**src/hw/rtl/gafs_ram.sv**
```systemverilog
`timescale 1ns / 1ps
// Generic simple dual-port RAM with registered read.
module gafs_ram #(
    parameter int WIDTH = 8,
    parameter int DEPTH = 16
) (
    input  logic                     i_clk,
    input  logic                     i_we,
    input  logic [$clog2(DEPTH)-1:0] i_waddr,
    input  logic [WIDTH-1:0]         i_wdata,
    input  logic [$clog2(DEPTH)-1:0] i_raddr,
    output logic [WIDTH-1:0]         o_rdata
);

    logic [WIDTH-1:0] r_mem [DEPTH];

    always_ff @(posedge i_clk) begin
        if (i_we) begin
            r_mem[i_waddr] <= i_wdata;
        end
        o_rdata <= r_mem[i_raddr];
    end

endmodule

```
**config.mk**
```make
export PLATFORM = sky130hd
export DESIGN_NAME = gafs_ram
export DESIGN_NICKNAME = d
export VERILOG_FILES = /design/src/hw/rtl/gafs_ram.sv
export SDC_FILE = /design/constraint.sdc
export NUM_CORES = 1
export LEC_CHECK = 0
export ABC_AREA = 1
export BUFFER_PORTS_ARGS = -buffer_cell sky130_fd_sc_hd__buf_4
export CAP_MARGIN = 20
export CORE_UTILIZATION = 45
export DETAILED_ROUTE_END_ITERATION = 16
export MAX_ROUTING_LAYER = met4
export PLACE_DENSITY = 0.62
export SYNTH_ARGS = -nofsm -noshare
export SYNTH_HDL_FRONTEND = slang
export SYNTH_SLANG_ARGS = --single-unit
```
**constraint.sdc**
```tcl
create_clock -name i_clk -period 1.7 [get_ports i_clk]
set_input_delay 0.34 -clock i_clk [delete_from_list [all_inputs] [get_ports i_clk]]
set_output_delay 0.34 -clock i_clk [all_outputs]
set_load 0.01 [all_outputs]
```
* Yosys cells after proc, flatten, opt, wreduce, memory -nomap -nowiden *
Memories as Yosys holds them, arrays and structs flattened. A register that Yosys moved wholly into a read port is not among the register bits.
Index checks and enable logic that the tools add are counted.

cells by class
  mux-type cells = 2

operator list
  kind              number
  1-bit 2-to-1 mux  2

word-level totals
  output and inout bits = 8
  logic and storage cells = 3
  bits in registers = 0
  input bits = 18
  RAM bits = 128
  memories kept = 1

memory list
  name   depth  width  rd ports  clocked after Yosys merged registers in  write ports  line  RTL
  r_mem  16     8      1         1                                        1            15    logic [WIDTH-1:0] r_mem [DEPTH];

* Depth between registers and ports, before layout *
  word-level depth = 2
  gate-level depth with buffers = 8
  depth with buffers taken out = 7

* Worst setup path before layout *
OpenSTA, ideal clock, no wires.

  kind = input -> register
  start = input port i_waddr[2]
  end = memory r_mem[10][0] (enable)
  cell stages on the path = 2
  required time = 1.330 ns
  path slack = 0.409 ns
  path buffers = 0
  arrival time = 0.921 ns
  setup time = 0.370 ns
  cell sequence = nand3b_1 nor2_1

RTL lines
  what         line  RTL
  from (decl)  9     input logic [$clog2(DEPTH)-1:0] i_waddr,
  to (decl)    15

Straight into the memory's write port.

* Worst setup path in the final report *
  start = register o_rdata[0] (read register of r_mem)
  end = output port o_rdata[0]

RTL lines
  what         line  RTL
  from (decl)  12    output logic [WIDTH-1:0] o_rdata

No word-level cell between the ends.

==> reports/results.txt <==
Tightest Hold Check Type: in2reg
Clk Latency, worst-skew pair: 420 ps
DP HPWL: 7537 um
Fin Setup TNS: 0 ps
Critical setup path kind: reg2out
Clock buffer count from CTS: 17
Crit-path max FO: 1
Seq/Total Area, Yosys: 69.43%
Die height: 115.2 um
Area leader, netlist: edfxtp_1
Warning count from the yosys run: 0
Worst clock skew: 5.205 ps
DR iter-0 viols: 351
CTS tree: yes
Core Area: 12260 um2
Post-CTS sizing: 0
Most used DFF post-synth: edfxtp_1
Fraction of layout cells with a size suffix above 1: 11.90%
Port bufs: 25
Synthesized cell area: 5767 um2
Post-synth net total: 569
Detailed-route via count: 3730
Max clock buf depth: 2
Netlist cell types: 12
Routability Congestion: 0.7776
N_diodes: 0
Residual DRC: 0
Root Driver: clkbuf_16
Critical path data required time: 1360 ps
Post-synth EDFFs: 128
Vias in the first global route: 3477
Worst Max-Slew Pin Slew: 604.2 ps
PwrDens: 1123 nW/um2
Cell with the most instances after synthesis: nand2_1
Routed wire length: 12560 um
Antenna violations before repair: 0
Crit-path leading delay family: flip-flops
Placed insts: 741
Critical path depth: 1
FF-to-FF path depth: 6
Internal reg-to-reg setup slack: 670 ps
Endpoints failing setup: 0
Post-route minimum period: 1248 ps
RSZ-0062 raised after global routing: false
Gr ovfl total: 0
Initial Util: 47.03%
R2R Path End: o_rdata[1]
Setup crit end: o_rdata[0]
PnR Total Power: 7.529 mW
Max cap viols: 0
Die area: 13270 um2
Mapped Cells: 551
Layout Nets: 610
Slew Limit Fails: 0
Clk pin slew, worst setup/hold paths: 50 ps
Area grow syn2layout: 16.29%
Postcts setup bufs: 0
Status: finished clean
Peak VDD IR: 517.4 uV
Vias per inst: 4.825
CP bufs+invs: 1
Reg-to-Reg Start: r_mem[0][1]
Cts hold-fix bufs: 0
Ranking of synthesized cells by area: edfxtp_1, nand2_1, nand3_1
Tot GR Track Use: 21.74%
Rel. slew slack: 59.68%
Final Non-Filler Cells: 773
Average wire per standard cell: 16.25 um
Crit path DAT: 910 ps
Worst path slowest cell: dfxtp_1
Hold path cells: 3
Critical Path Start: o_rdata[0]
P_leak: 2.915 nW
Largest net degree at the start of global routing: 65
I/O pin total: 26
Top-area cell type share of the netlist area: 66.65%
Detail Route Antenna Nets: 0
CP max stage delay: 360 ps
Die W: 115.2 um
H-tree Lvls: 4
Critical path endpoint category: output pin
Avg Cell Area, Syn: 10.47 um2
Hold WS: 245.3 ps
CTS sink cnt: 136
Number of core rows: 40
Critical path cell sequence: buf_4
Period Utilization, post-route: 73.40%
Final Hold Fails: 0
Post-synth ARST share: 0%
Initial DRT Pass Iterations: 4
Top post-synthesis cells by count: nand2_1, edfxtp_1, inv_1, nand3_1, nor2_1
Nature of the critical path startpoint: flop
Max frequency: 801.4 MHz
Seq cells post-synth: 136
First-pass GRT wire length: 19520 um
per-layer routing:
| layer | global-route usage, % | share of wire [%] | vias up |
|---|---|---|---|
| met3 | 5.851 | 6.0 | 24 |
| met4 | 10.22 | 2.9 | 0 |
| met1 | 28.59 | 45 | 1748 |
| met2 | 31.37 | 46 | 106 |
| met5 | - | 0 | - |
| li1 | - | - | 1852 |
sequential cells by signal (all words and copies together), names as in the netlist:
name     flops
r_mem      128
o_rdata      8
cells by family (layout without fill, tap and decap cells):
family                 Yosys count  in the layout  share of synthesized area, %
buffers and inverters          126            180                         9.525
DFF                            136            136                         69.43
and+or+nand+nor                289            289                         21.05
how the worst min path moves through the flow:
stage                             from           to
after floorplan             i_wdata[0]  r_mem[0][0]
after global placement    r_mem[12][5]   o_rdata[5]
after detailed placement  r_mem[12][5]   o_rdata[5]
after CTS                   i_raddr[3]   o_rdata[4]
after global routing        i_raddr[3]   o_rdata[5]
final                       i_raddr[3]   o_rdata[4]
layout by cell type, fill, tap and decap left out, drive strengths merged:
cell type / n
nand2: 173
edfxtp: 128
buf: 46
inv: 102
nand3b: 2
nor2: 17
dfxtp: 8
clkinv: 3
clkbuf: 29
nand3: 97
where the power goes:
| group | internal [mW] | total [mW] | switching [mW] |
|---|---|---|---|
| combinational | 0.160 | 0.481 | 0.321 |
| sequential | 3.75 | 3.77 | 0.0227 |
| clock | 2.01 | 3.28 | 1.26 |
| total | 5.92 | 7.53 | 1.61 |
stage by stage:
stage	worst slack [ps]	instance area (um2)	utilization [%]
after global placement	153.8	6181	50.41
after global routing	425.3	6706	54.69
after floorplan	409.2	5767	-
after detailed placement	129.3	6181	50.41
final	452.2	6706	54.69
after CTS	429.9	6706	54.69
cell type report:
cell class,instances,area (um2)
flip-flops and latches,136,4004
multi-input cells,289,1214
well taps,168,210.2
repair buffers,46,370.4
inverters,102,382.9
clock buffers,29,510.5
fillers,1073,5555
clock inverters,3,15.01
(Power assumes the default switching activity.)
